`src/design/ilstk_pkg.sv`:
```
// ----------------------------------------------------------------------------
// ilstk_pkg
// Shared constants, codes and types for the indexed LIFO stack core.
// ----------------------------------------------------------------------------
package ilstk_pkg;

  localparam int DEPTH     = 16;
  localparam int WORD_BITS = 32;

  localparam int VALUE_W = 32;
  localparam int POS_W   = 5;
  localparam int COUNT_W = 5;
  localparam int ADDR_W  = $clog2(DEPTH);
  localparam int CNT_W   = $clog2(DEPTH + 1);
  localparam int CMP_W   = (CNT_W > POS_W) ? CNT_W : POS_W;

  typedef enum logic [1:0] {
    OP_PUSH   = 2'd0,
    OP_INSERT = 2'd1,
    OP_POP    = 2'd2,
    OP_REMOVE = 2'd3
  } op_t;

  typedef enum logic [1:0] {
    ST_OK     = 2'd0,
    ST_UNDER  = 2'd1,
    ST_OVER   = 2'd2,
    ST_BADPOS = 2'd3
  } status_t;

  typedef struct packed {
    logic                valid;
    logic [VALUE_W-1:0]  value;
    logic                empty;
    logic [COUNT_W-1:0]  count;
    status_t             status;
  } res_t;

endpackage

```
`src/design/ilstk_req_if.sv`:
```
// ----------------------------------------------------------------------------
// ilstk_req_if
// Request channel: operation, value and position with valid/ready.
// ----------------------------------------------------------------------------
interface ilstk_req_if;
  logic                             valid;
  logic                             ready;
  logic [1:0]                       op;
  logic signed [ilstk_pkg::VALUE_W-1:0] value_in;
  logic [ilstk_pkg::POS_W-1:0]      position;

  modport source (output valid, op, value_in, position, input ready);
  modport sink   (input valid, op, value_in, position, output ready);
endinterface

```
`src/design/ilstk_rsp_if.sv`:
```
// ----------------------------------------------------------------------------
// ilstk_rsp_if
// Result channel: removed value, empty flag, entry count and status.
// ----------------------------------------------------------------------------
interface ilstk_rsp_if;
  logic                                 valid;
  logic                                 ready;
  logic signed [ilstk_pkg::VALUE_W-1:0] value_out;
  logic                                 is_empty;
  logic [ilstk_pkg::COUNT_W-1:0]        entry_count;
  logic [1:0]                           status;

  modport source (output valid, value_out, is_empty, entry_count, status, input ready);
  modport sink   (input valid, value_out, is_empty, entry_count, status, output ready);
endinterface

```
`src/design/ilstk_ram.sv`:
```
// ----------------------------------------------------------------------------
// ilstk_ram
// Generic simple dual-port RAM with one write port and a registered read.
// ----------------------------------------------------------------------------
module ilstk_ram #(
  parameter int WIDTH   = 32,
  parameter int ENTRIES = 16
) (
  input  logic                       clk,
  input  logic                       wr_en,
  input  logic [$clog2(ENTRIES)-1:0] wr_addr,
  input  logic [WIDTH-1:0]           wr_data,
  input  logic                       rd_en,
  input  logic [$clog2(ENTRIES)-1:0] rd_addr,
  output logic [WIDTH-1:0]           rd_data
);

  logic [WIDTH-1:0] mem [ENTRIES];

  always_ff @(posedge clk) begin
    if (wr_en) begin
      mem[wr_addr] <= wr_data;
    end
  end

  always_ff @(posedge clk) begin
    if (rd_en) begin
      rd_data <= mem[rd_addr];
    end
  end

endmodule

```
`src/design/ilstk_ctrl.sv`:
```
// ----------------------------------------------------------------------------
// ilstk_ctrl
// Request sequencer: checks each request, then walks the entry RAM one
// read and one write per cycle to shift entries for insert and remove.
// ----------------------------------------------------------------------------
module ilstk_ctrl (
  input  logic                   clk,
  input  logic                   rst_n,
  ilstk_req_if.sink              req,
  output ilstk_pkg::res_t        res,
  input  logic                   res_ready
);
  import ilstk_pkg::*;

  typedef enum logic [6:0] {
    S_IDLE      = 7'b0000001,
    S_POP       = 7'b0000010,
    S_INS       = 7'b0000100,
    S_INS_LAST  = 7'b0001000,
    S_REM_FIRST = 7'b0010000,
    S_REM_SHIFT = 7'b0100000,
    S_FIN       = 7'b1000000
  } state_t;

  state_t               state_r, state_nxt;
  logic [CNT_W-1:0]     count_r, count_nxt;
  logic [ADDR_W-1:0]    cur_r, cur_nxt;
  logic [ADDR_W-1:0]    last_r, last_nxt;
  logic [WORD_BITS-1:0] val_r, val_nxt;
  logic [VALUE_W-1:0]   res_value_r, res_value_nxt;
  status_t              res_status_r, res_status_nxt;

  logic                 wr_en;
  logic [ADDR_W-1:0]    wr_addr;
  logic [WORD_BITS-1:0] wr_data;
  logic                 rd_en;
  logic [ADDR_W-1:0]    rd_addr;
  logic [WORD_BITS-1:0] rd_data;

  logic [CMP_W-1:0]     pos_ext;
  logic [CMP_W-1:0]     count_ext;
  logic                 full;
  logic                 none;

  ilstk_ram #(
    .WIDTH   (WORD_BITS),
    .ENTRIES (DEPTH)
  ) u_ram (
    .clk     (clk),
    .wr_en   (wr_en),
    .wr_addr (wr_addr),
    .wr_data (wr_data),
    .rd_en   (rd_en),
    .rd_addr (rd_addr),
    .rd_data (rd_data)
  );

  assign pos_ext   = CMP_W'(req.position);
  assign count_ext = CMP_W'(count_r);
  assign full      = (count_r == CNT_W'(DEPTH));
  assign none      = (count_r == '0);
  assign req.ready = (state_r == S_IDLE);

  always_comb begin
    state_nxt      = state_r;
    count_nxt      = count_r;
    cur_nxt        = cur_r;
    last_nxt       = last_r;
    val_nxt        = val_r;
    res_value_nxt  = res_value_r;
    res_status_nxt = res_status_r;
    wr_en          = 1'b0;
    wr_addr        = '0;
    wr_data        = val_r;
    rd_en          = 1'b0;
    rd_addr        = '0;

    unique case (state_r)
      S_IDLE: begin
        if (req.valid) begin
          res_value_nxt  = '0;
          res_status_nxt = ST_OK;
          val_nxt        = WORD_BITS'($unsigned(req.value_in));
          state_nxt      = S_FIN;
          unique case (op_t'(req.op))
            OP_PUSH: begin
              if (full) begin
                res_status_nxt = ST_OVER;
              end else begin
                wr_en     = 1'b1;
                wr_addr   = ADDR_W'(count_r);
                wr_data   = WORD_BITS'($unsigned(req.value_in));
                count_nxt = count_r + CNT_W'(1);
              end
            end
            OP_INSERT: begin
              if (pos_ext > count_ext) begin
                res_status_nxt = ST_BADPOS;
              end else if (full) begin
                res_status_nxt = ST_OVER;
              end else if (pos_ext == '0) begin
                wr_en     = 1'b1;
                wr_addr   = ADDR_W'(count_r);
                wr_data   = WORD_BITS'($unsigned(req.value_in));
                count_nxt = count_r + CNT_W'(1);
              end else begin
                rd_en     = 1'b1;
                rd_addr   = ADDR_W'(count_r - CNT_W'(1));
                cur_nxt   = ADDR_W'(count_r - CNT_W'(1));
                last_nxt  = ADDR_W'(count_ext - pos_ext);
                count_nxt = count_r + CNT_W'(1);
                state_nxt = S_INS;
              end
            end
            OP_POP: begin
              if (none) begin
                res_status_nxt = ST_UNDER;
              end else begin
                rd_en     = 1'b1;
                rd_addr   = ADDR_W'(count_r - CNT_W'(1));
                count_nxt = count_r - CNT_W'(1);
                state_nxt = S_POP;
              end
            end
            OP_REMOVE: begin
              if (none) begin
                res_status_nxt = ST_UNDER;
              end else if (pos_ext >= count_ext) begin
                res_status_nxt = ST_BADPOS;
              end else begin
                rd_en     = 1'b1;
                rd_addr   = ADDR_W'(req.position);
                cur_nxt   = ADDR_W'(req.position);
                last_nxt  = ADDR_W'(count_r - CNT_W'(1));
                count_nxt = count_r - CNT_W'(1);
                state_nxt = S_REM_FIRST;
              end
            end
            default: state_nxt = S_FIN;
          endcase
        end
      end
      S_POP: begin
        res_value_nxt = VALUE_W'(rd_data);
        state_nxt     = S_FIN;
      end
      S_INS: begin
        wr_en   = 1'b1;
        wr_addr = cur_r + ADDR_W'(1);
        wr_data = rd_data;
        if (cur_r == last_r) begin
          state_nxt = S_INS_LAST;
        end else begin
          rd_en   = 1'b1;
          rd_addr = cur_r - ADDR_W'(1);
          cur_nxt = cur_r - ADDR_W'(1);
        end
      end
      S_INS_LAST: begin
        wr_en     = 1'b1;
        wr_addr   = last_r;
        wr_data   = val_r;
        state_nxt = S_FIN;
      end
      S_REM_FIRST: begin
        res_value_nxt = VALUE_W'(rd_data);
        if (cur_r == last_r) begin
          state_nxt = S_FIN;
        end else begin
          rd_en     = 1'b1;
          rd_addr   = cur_r + ADDR_W'(1);
          cur_nxt   = cur_r + ADDR_W'(1);
          state_nxt = S_REM_SHIFT;
        end
      end
      S_REM_SHIFT: begin
        wr_en   = 1'b1;
        wr_addr = cur_r - ADDR_W'(1);
        wr_data = rd_data;
        if (cur_r == last_r) begin
          state_nxt = S_FIN;
        end else begin
          rd_en   = 1'b1;
          rd_addr = cur_r + ADDR_W'(1);
          cur_nxt = cur_r + ADDR_W'(1);
        end
      end
      S_FIN: begin
        if (res_ready) begin
          state_nxt = S_IDLE;
        end
      end
      default: state_nxt = S_IDLE;
    endcase
  end

  always_ff @(posedge clk) begin
    if (!rst_n) begin
      state_r <= S_IDLE;
      count_r <= '0;
    end else begin
      state_r <= state_nxt;
      count_r <= count_nxt;
    end
  end

  always_ff @(posedge clk) begin
    cur_r        <= cur_nxt;
    last_r       <= last_nxt;
    val_r        <= val_nxt;
    res_value_r  <= res_value_nxt;
    res_status_r <= res_status_nxt;
  end

  assign res.valid  = (state_r == S_FIN);
  assign res.value  = res_value_r;
  assign res.empty  = (count_r == '0);
  assign res.count  = COUNT_W'(count_r);
  assign res.status = res_status_r;

  // The entry count never exceeds the capacity.
  a_count_bound: assert property (@(posedge clk) disable iff (!rst_n)
    count_r <= CNT_W'(DEPTH))
    else $error("entry count exceeds capacity");

  // An accepted transaction always leaves the idle state.
  a_leave_idle: assert property (@(posedge clk) disable iff (!rst_n)
    req.valid && req.ready |=> state_r != S_IDLE)
    else $error("accepted transaction did not start");

  // A delivered result returns the sequencer to idle.
  a_fin_done: assert property (@(posedge clk) disable iff (!rst_n)
    state_r == S_FIN && res_ready |=> state_r == S_IDLE)
    else $error("sequencer stuck after result");

  // The count only moves when a transaction is accepted.
  a_count_hold: assert property (@(posedge clk) disable iff (!rst_n)
    !(req.valid && req.ready) |=> $stable(count_r))
    else $error("entry count changed without a transaction");

  // The shift walk never reads the entry it writes in the same cycle.
  a_no_same_entry: assert property (@(posedge clk) disable iff (!rst_n)
    wr_en && rd_en |-> wr_addr != rd_addr)
    else $error("read and write collide on one entry");

endmodule

```
`src/design/indexed_lifo_stack_core.sv`:
```
// ----------------------------------------------------------------------------
// indexed_lifo_stack_core
// Bounded stack of signed words with push, insert at depth, pop and
// remove at position, backed by a single entry RAM.
// ----------------------------------------------------------------------------
//  Channel  Direction  Contents
//  in_req   sink       op, value_in, position
//  out_rsp  source     value_out, is_empty, entry_count, status
//
//  A request is taken only when the sequencer is idle. Insert at depth d > 0
//  and remove at position p move the entries between that point and the top
//  by one RAM read and one write per cycle. A result sits in an output
//  register so the next request can be taken while it waits. Reset empties
//  the stack; the RAM is not cleared.
// ----------------------------------------------------------------------------
module indexed_lifo_stack_core (
  input  logic          clk,
  input  logic          rst_n,
  ilstk_req_if.sink     in_req,
  ilstk_rsp_if.source   out_rsp
);
  import ilstk_pkg::*;

  res_t                 res;
  logic                 res_ready;
  logic                 out_valid_r;
  logic [VALUE_W-1:0]   out_value_r;
  logic                 out_empty_r;
  logic [COUNT_W-1:0]   out_count_r;
  status_t              out_status_r;

  ilstk_ctrl u_ctrl (
    .clk       (clk),
    .rst_n     (rst_n),
    .req       (in_req),
    .res       (res),
    .res_ready (res_ready)
  );

  assign res_ready = !out_valid_r || out_rsp.ready;

  always_ff @(posedge clk) begin
    if (!rst_n) begin
      out_valid_r <= 1'b0;
    end else if (res_ready) begin
      out_valid_r <= res.valid;
    end
  end

  always_ff @(posedge clk) begin
    if (res_ready && res.valid) begin
      out_value_r  <= res.value;
      out_empty_r  <= res.empty;
      out_count_r  <= res.count;
      out_status_r <= res.status;
    end
  end

  assign out_rsp.valid       = out_valid_r;
  assign out_rsp.value_out   = $signed(out_value_r);
  assign out_rsp.is_empty    = out_empty_r;
  assign out_rsp.entry_count = out_count_r;
  assign out_rsp.status      = out_status_r;

endmodule

```
`src/flat_wrapper.sv`:
```
// flat-port wrapper written by rule: the top's interface ports become plain ports
module indexed_lifo_stack_core_flat import ilstk_pkg::*;
  (clk, rst_n, in_req_valid, in_req_op, in_req_value_in, in_req_position, in_req_ready, out_rsp_valid, out_rsp_value_out, out_rsp_is_empty, out_rsp_entry_count, out_rsp_status, out_rsp_ready);
  ilstk_req_if in_req_i ();
  ilstk_rsp_if out_rsp_i ();
  input  logic clk;
  input  logic rst_n;
  input wire logic [$bits(in_req_i.valid)-1:0] in_req_valid;
  input wire logic [$bits(in_req_i.op)-1:0] in_req_op;
  input wire logic [$bits(in_req_i.value_in)-1:0] in_req_value_in;
  input wire logic [$bits(in_req_i.position)-1:0] in_req_position;
  output wire logic [$bits(in_req_i.ready)-1:0] in_req_ready;
  output wire logic [$bits(out_rsp_i.valid)-1:0] out_rsp_valid;
  output wire logic [$bits(out_rsp_i.value_out)-1:0] out_rsp_value_out;
  output wire logic [$bits(out_rsp_i.is_empty)-1:0] out_rsp_is_empty;
  output wire logic [$bits(out_rsp_i.entry_count)-1:0] out_rsp_entry_count;
  output wire logic [$bits(out_rsp_i.status)-1:0] out_rsp_status;
  input wire logic [$bits(out_rsp_i.ready)-1:0] out_rsp_ready;
  assign in_req_i.valid = in_req_valid;
  assign in_req_i.op = in_req_op;
  assign in_req_i.value_in = in_req_value_in;
  assign in_req_i.position = in_req_position;
  assign in_req_ready = in_req_i.ready;
  assign out_rsp_valid = out_rsp_i.valid;
  assign out_rsp_value_out = out_rsp_i.value_out;
  assign out_rsp_is_empty = out_rsp_i.is_empty;
  assign out_rsp_entry_count = out_rsp_i.entry_count;
  assign out_rsp_status = out_rsp_i.status;
  assign out_rsp_i.ready = out_rsp_ready;
  indexed_lifo_stack_core u_core (.clk(clk), .rst_n(rst_n), .in_req(in_req_i), .out_rsp(out_rsp_i));
endmodule
```
`config.mk`:
```
export PLATFORM = sky130hd
export DESIGN_NAME = indexed_lifo_stack_core_flat
export DESIGN_NICKNAME = d
export VERILOG_FILES = /design/src/design/ilstk_pkg.sv /design/src/design/ilstk_req_if.sv /design/src/design/ilstk_rsp_if.sv /design/src/design/ilstk_ram.sv /design/src/design/ilstk_ctrl.sv /design/src/design/indexed_lifo_stack_core.sv /design/src/flat_wrapper.sv
export SDC_FILE = /design/constraint.sdc
export NUM_CORES = 1
export LEC_CHECK = 0
export BUFFER_PORTS_ARGS = -buffer_cell sky130_fd_sc_hd__buf_2
export CAP_MARGIN = 0
export CORE_ASPECT_RATIO = 0.75
export CORE_MARGIN = 3
export CORE_UTILIZATION = 37
export CTS_BUF_LIST = sky130_fd_sc_hd__clkbuf_4
export DETAILED_ROUTE_END_ITERATION = 16
export MAX_ROUTING_LAYER = met4
export SLEW_MARGIN = 10
export SYNTH_ARGS = -nofsm -noshare
export SYNTH_HDL_FRONTEND = slang
export SYNTH_SLANG_ARGS = --single-unit
```
`constraint.sdc`:
```
create_clock -name clk -period 6.7 [get_ports clk]
set_clock_uncertainty 0.1 [all_clocks]
set_input_delay 1.34 -clock clk [delete_from_list [all_inputs] [get_ports clk]]
set_output_delay 1.34 -clock clk [all_outputs]
set_load 0.05 [all_outputs]
```
* Word-level counts from Yosys, hierarchy flattened
Memories as Yosys holds them, arrays and structs flattened. A register that Yosys moved wholly into a read port is not among the register bits. Index checks and enable logic that the tools add are counted.
Word-level totals: memories 1, register bits 127, output and inout bits 42, memory bits (writable) 512
Memory list:
- u_core.u_ctrl.u_ram.mem | depth 16, bits a word 32, rd ports 1, clocked after memory_dff 1, wr ports 1, RTL line ilstk_ram.sv:18 | logic [WIDTH-1:0] mem [ENTRIES];
Operators by class: magnitude comparators 2, mux-type cells 87, reduce and logical (&&, ||, !) cells 21, add/sub/neg operators 5, equality and inequality tests 30
Operators with widths (count):
- 32-bit two-way mux | 6
- 32-bit case mux with 2 select lines | 3
- 4-bit two-way mux | 27
- 7-bit two-way mux | 11
- 7-bit case mux with 6 select lines | 1
- 4-bit case mux with 3 select lines | 3
- 5-bit two-way mux | 5
- 2-bit inequality test (second input constant) | 12
- 4-bit case mux with 2 select lines | 3
- 7-bit case mux with 3 select lines | 1
- 5-bit case mux with 4 select lines | 1
- 1-bit two-way mux | 16
- 4-bit case mux with 4 select lines | 1
- 3-bit inequality test (second input constant) | 5
- 5-bit zero test | 2
- 10-bit AND reduction | 1
- 2-bit two-way mux | 4
- 2-bit case mux with 4 select lines | 1
- 8-bit AND reduction | 1
- 2-bit OR reduction | 4
- 7-bit by 1-bit equality test with 1-bit output (second input constant) | 1
- 7-bit by 2-bit equality test with 1-bit output (second input constant) | 1
- 7-bit by 3-bit equality test with 1-bit output (second input constant) | 1
- 7-bit by 4-bit equality test with 1-bit output (second input constant) | 1
- 27 further kinds | 33

* Depth between registers and ports, before layout
depth after elaboration 9, mapped depth 16, depth with buffers taken out 10

* Hierarchy
From an unflattened synthesis, not the netlist that was laid out.
Unflattened totals: cells, all modules 1337, area total of the unflattened synthesis 26305.2 um2
By module, submodules not included:
- ilstk_ram | instances 1, cells each 838, area each 20155.6 um2
- ilstk_ctrl | instances 1, cells each 454, area each 4890.9 um2
- indexed_lifo_stack_core | instances 1, cells each 45, area each 1258.7 um2

* Worst setup path after synthesis
No wires, ideal clock.
path kind input to register, from input in_req_position[3], to memory u_core.u_ctrl.u_ram.mem[3][0], enable pin, setup time 421 ps, stages on the path 9, data arrival time 4981 ps, setup slack 1198 ps, cell sequence ha_1 > a21o_1 > a21oi_1 > a21oi_1 > o21a_1 > nor4_1 > a222oi_1 > or2_1 > nor2_1
Between the ends: word-level cells in the longest chain between the ends 9, elaborated cells between the ends (all ways) 16
Ends and longest elaborated chain:
- from (decl) | RTL line flat_wrapper.sv:11 | input wire logic [$bits(in_req_i.position)-1:0] in_req_position;
- parallel branches: the longest is 9 deep, another holds 5-bit > comparator
- to (decl) | RTL line ilstk_ram.sv:18
Several ways; the timed one is not identified.

* Worst setup path in the final report
from register u_core.u_ctrl.count_r[0] (netlist: u_core.u_ctrl.count_ext[0]), to register u_core.u_ctrl.u_ram.rd_data[15], read port of u_core.u_ctrl.u_ram.mem, data pin
Between the ends: word-level cells in the longest chain between the ends 7, elaborated cells between the ends (all ways) 22
Ends and longest elaborated chain:
- from (decl) | RTL line ilstk_ctrl.sv:26 | logic [CNT_W-1:0] count_r, count_nxt;
- from (signal assigned) | RTL line ilstk_ctrl.sv:203 | count_r <= count_nxt;
- 5-bit by 1-bit subtractor with 5-bit output
- 4-bit two-way mux | RTL line ilstk_ctrl.sv:101 | end else if (pos_ext == '0) begin
- 4-bit two-way mux | RTL line ilstk_ctrl.sv:99 | end else if (full) begin
- 4-bit two-way mux | RTL line ilstk_ctrl.sv:97 | if (pos_ext > count_ext) begin
- 4-bit case mux with 3 select lines | RTL line ilstk_ctrl.sv:85 | unique case (op_t'(req.op))
- 4-bit two-way mux | RTL line ilstk_ctrl.sv:80 | if (req.valid) begin
- 4-bit case mux with 3 select lines | RTL line ilstk_ctrl.sv:78 | unique case (state_r)
- to (decl) | RTL line ilstk_ram.sv:15 | output logic [WIDTH-1:0] rd_data
Parallel ways exist; a longest one is shown, timed or not. A chain may end at the register's enable or synchronous reset.

==> run metrics <==
status complete, no violations; top_reg_cell synth edfxtp_1; CP endpoint kind register; initial antenna violation count 5; core box area 0.0726 mm^2; die area 0.0775 mm^2; fmax 198 MHz; commonest non-fill, non-tap cell in the layout edfxtp_1; synth unique cells 74; Crit path max-delay family compound AO/OA/AOI/OAI gates; DR pass1 iterations 8; cell count after synthesis 1725; PwrDens 318 mW/mm^2; Leakage 10.9 nW; Post-DRT Antenna Nets 0; post-synth top area share 0.720; ratio of cells with drive above 1 in the final layout 0.223; cts hold-fix bufs 0; Nets 1965; largest net degree at the start of global routing 60; # IOs 85; Remaining DRCs 0; Initial Util 0.378; final period utilization 0.754; CTS resizes 0; syn nets 1781; overall power 9.94 mW; HPWL Detailed 43200 um; # clock sinks 671; Final setup viols 0; Vias/cell 5.67; clock period minus worst slack 5.05 ns; Global Route Usage Sum 0.197; number of synthesis warnings 0; insertion delay to the later sink of the worst-skew pair 0.99 ns; RSZ-0062 raised after global routing false; CTS H-Tree Depth 4; routability-driven placement congestion ratio 0.863; CP bufs+invs 3; Arr. time, crit path 5.64 ns; PortBufs 84; Mean Syn Cell Area 15.9 um^2; synth top area cells edfxtp_1 72%, mux2i_1 4.8%, a2111oi_0 2.2%; CP startpoint kind register; critical path type register to register; leading area contributor after synthesis edfxtp_1; most frequent cells in the layout 658 x edfxtp_1, 233 x clkbuf_4, 132 x mux2i_1; worst vdd ir 0.120 mV; post-synthesis register bit count 671; DR vias 16800; CTS tree built; Die Wd 320 um; cell area after synthesis 0.0274 mm^2; number of flops mapped to enable cells by yosys 658; Slew HR 0.150; routed len/inst 25.2 um; chip height 242 um; CP required 7.29 ns; row cnt 85; Hold Crit Class register to register; WL final 74800 um; Max stage delay on crit path 0.65 ns; GRT overflow 0; vias in the first global route 16700; asr flop ratio synth 0; Critical-path top delay cell a2111oi_0; register area share after synthesis 0.730; Placed Instance Area 0.0292 mm^2; first-pass GRT wire length 110000 um; Layout area overhead 13.9%; Setup Total Neg Slack 0 ns; First DRT Iteration DRCs 1988; post-CTS setup buffers 0; design area 0.0312 mm^2; maxcap violations 0; clk root buf clkbuf_4; number of buffers created by CTS 164; Hold Vio Cnt, Final 0; Clk pin slew, worst setup/hold paths 0.06 ns; CTS max path bufs 3; max-slew violations 0; worst slew pin tran 1.27 ns; CP cell instances inv_1 -> ha_1 -> nor4bb_2 -> nor2_1 -> a31oi_2 -> or4_1 -> buf_4 -> nand2_2 -> buf_4 -> a2111oi_0 -> a2111oi_0 -> a22o_1; Critical Path Fanout Max 28
cell usage after synthesis (5+ instances only):
library cell  instances
xor2_1                7
inv_1                48
nor2_1               42
a32o_1                7
a221oi_1             50
a21boi_0             22
dfxtp_1              13
xnor2_1               7
nand3b_1              5
a31oi_1              18
ha_1                 12
nand4_1               7
o211ai_1             21
and3_1                5
a21boi_1              5
nand2_1              64
o21a_1               47
nor4_1                6
o21ai_0              24
buf_2                36
or3_1                29
nand2b_1              7
a2111oi_0            70
nand3_1              29
a21oi_1              43
a211oi_1             15
buf_6                 6
a22o_1               28
mux2i_1             132
nor3_1               37
edfxtp_1            658
o2111ai_1             7
and2_1               36
buf_4                17
a222oi_1             33
clkbuf_1             65
sequential cells by signal, indices dropped and copies added (netlist names):
| signal | count |
|---|---|
| u_core.out_rsp.entry_count | 5 |
| u_core.out_rsp.is_empty | 1 |
| u_core.out_rsp.status | 2 |
| u_core.out_rsp.valid | 1 |
| u_core.out_rsp.value_out | 32 |
| u_core.u_ctrl.count_ext | 5 |
| u_core.u_ctrl.cur_r | 4 |
| u_core.u_ctrl.last_r | 4 |
| u_core.u_ctrl.res_status_r | 2 |
| u_core.u_ctrl.res_value_r | 32 |
| u_core.u_ctrl.state_r | 7 |
| u_core.u_ctrl.u_ram.mem | 512 |
| u_core.u_ctrl.u_ram.rd_data | 32 |
| u_core.u_ctrl.val_r | 32 |
power breakdown:
| group | internal, mW | total, mW | switching [mW] |
|---|---|---|---|
| clock network | 1.81 | 3.38 | 1.57 |
| logic | 0.445 | 1.50 | 1.05 |
| registers | 4.98 | 5.06 | 0.0884 |
routing by layer:
layer  up-vias  global-route usage  routed length [um]
li1       7442                   -                   -
met3       113              0.0555                7500
met4         0              0.0679                1530
met2       821               0.273               32000
met5         -                   -                   0
met1      8443               0.277               33800
area by class of cell:
cell class / instances / area, um^2
flip-flops and latches: 671 / 20000
clock buffers: 233 / 1750
multi-input cells: 879 / 6820
repair buffers: 144 / 971
well taps: 957 / 1200
fillers: 6493 / 41400
diodes: 5 / 12.5
clock inverters: 28 / 288
inverters: 49 / 185
worst paths after layout:
path / cells after the start / startpoint / slack, ns / endpoint
max: 12 / u_core.u_ctrl.count_ext[0] / 1.65 / u_core.u_ctrl.u_ram.rd_data[15]
min: 0 / u_core.u_ctrl.res_value_r[6] / 0.30 / u_core.out_rsp.value_out[6]
max reg2reg: 12 / u_core.u_ctrl.count_ext[0] / 1.65 / u_core.u_ctrl.u_ram.rd_data[15]
min reg2reg: 0 / u_core.u_ctrl.res_value_r[6] / 0.30 / u_core.out_rsp.value_out[6]
through the flow:
step | hold WS [ns] | worst slack [ns] | cells | util
floorplan | 0.300 | 1.20 | 1725 | -
global placement | 0.302 | 1.06 | 2700 | 0.402
detailed placement | 0.305 | 1.01 | 2700 | 0.402
CTS | 0.299 | 1.71 | 2961 | 0.430
global route | 0.306 | 1.40 | 2966 | 0.430
finish | 0.304 | 1.65 | 2966 | 0.430
cell families after synthesis:
group                    share of synthesized area
AO/OA/AOI/OAI                                0.121
XOR/XNOR                                   0.00447
adder cells (fa/ha/maj)                    0.00620
buffers and inverters                       0.0296
flip-flops                                   0.730
multiplexers                                0.0486
AND/OR/NAND/NOR                             0.0606
(Power assumes the default switching activity.)
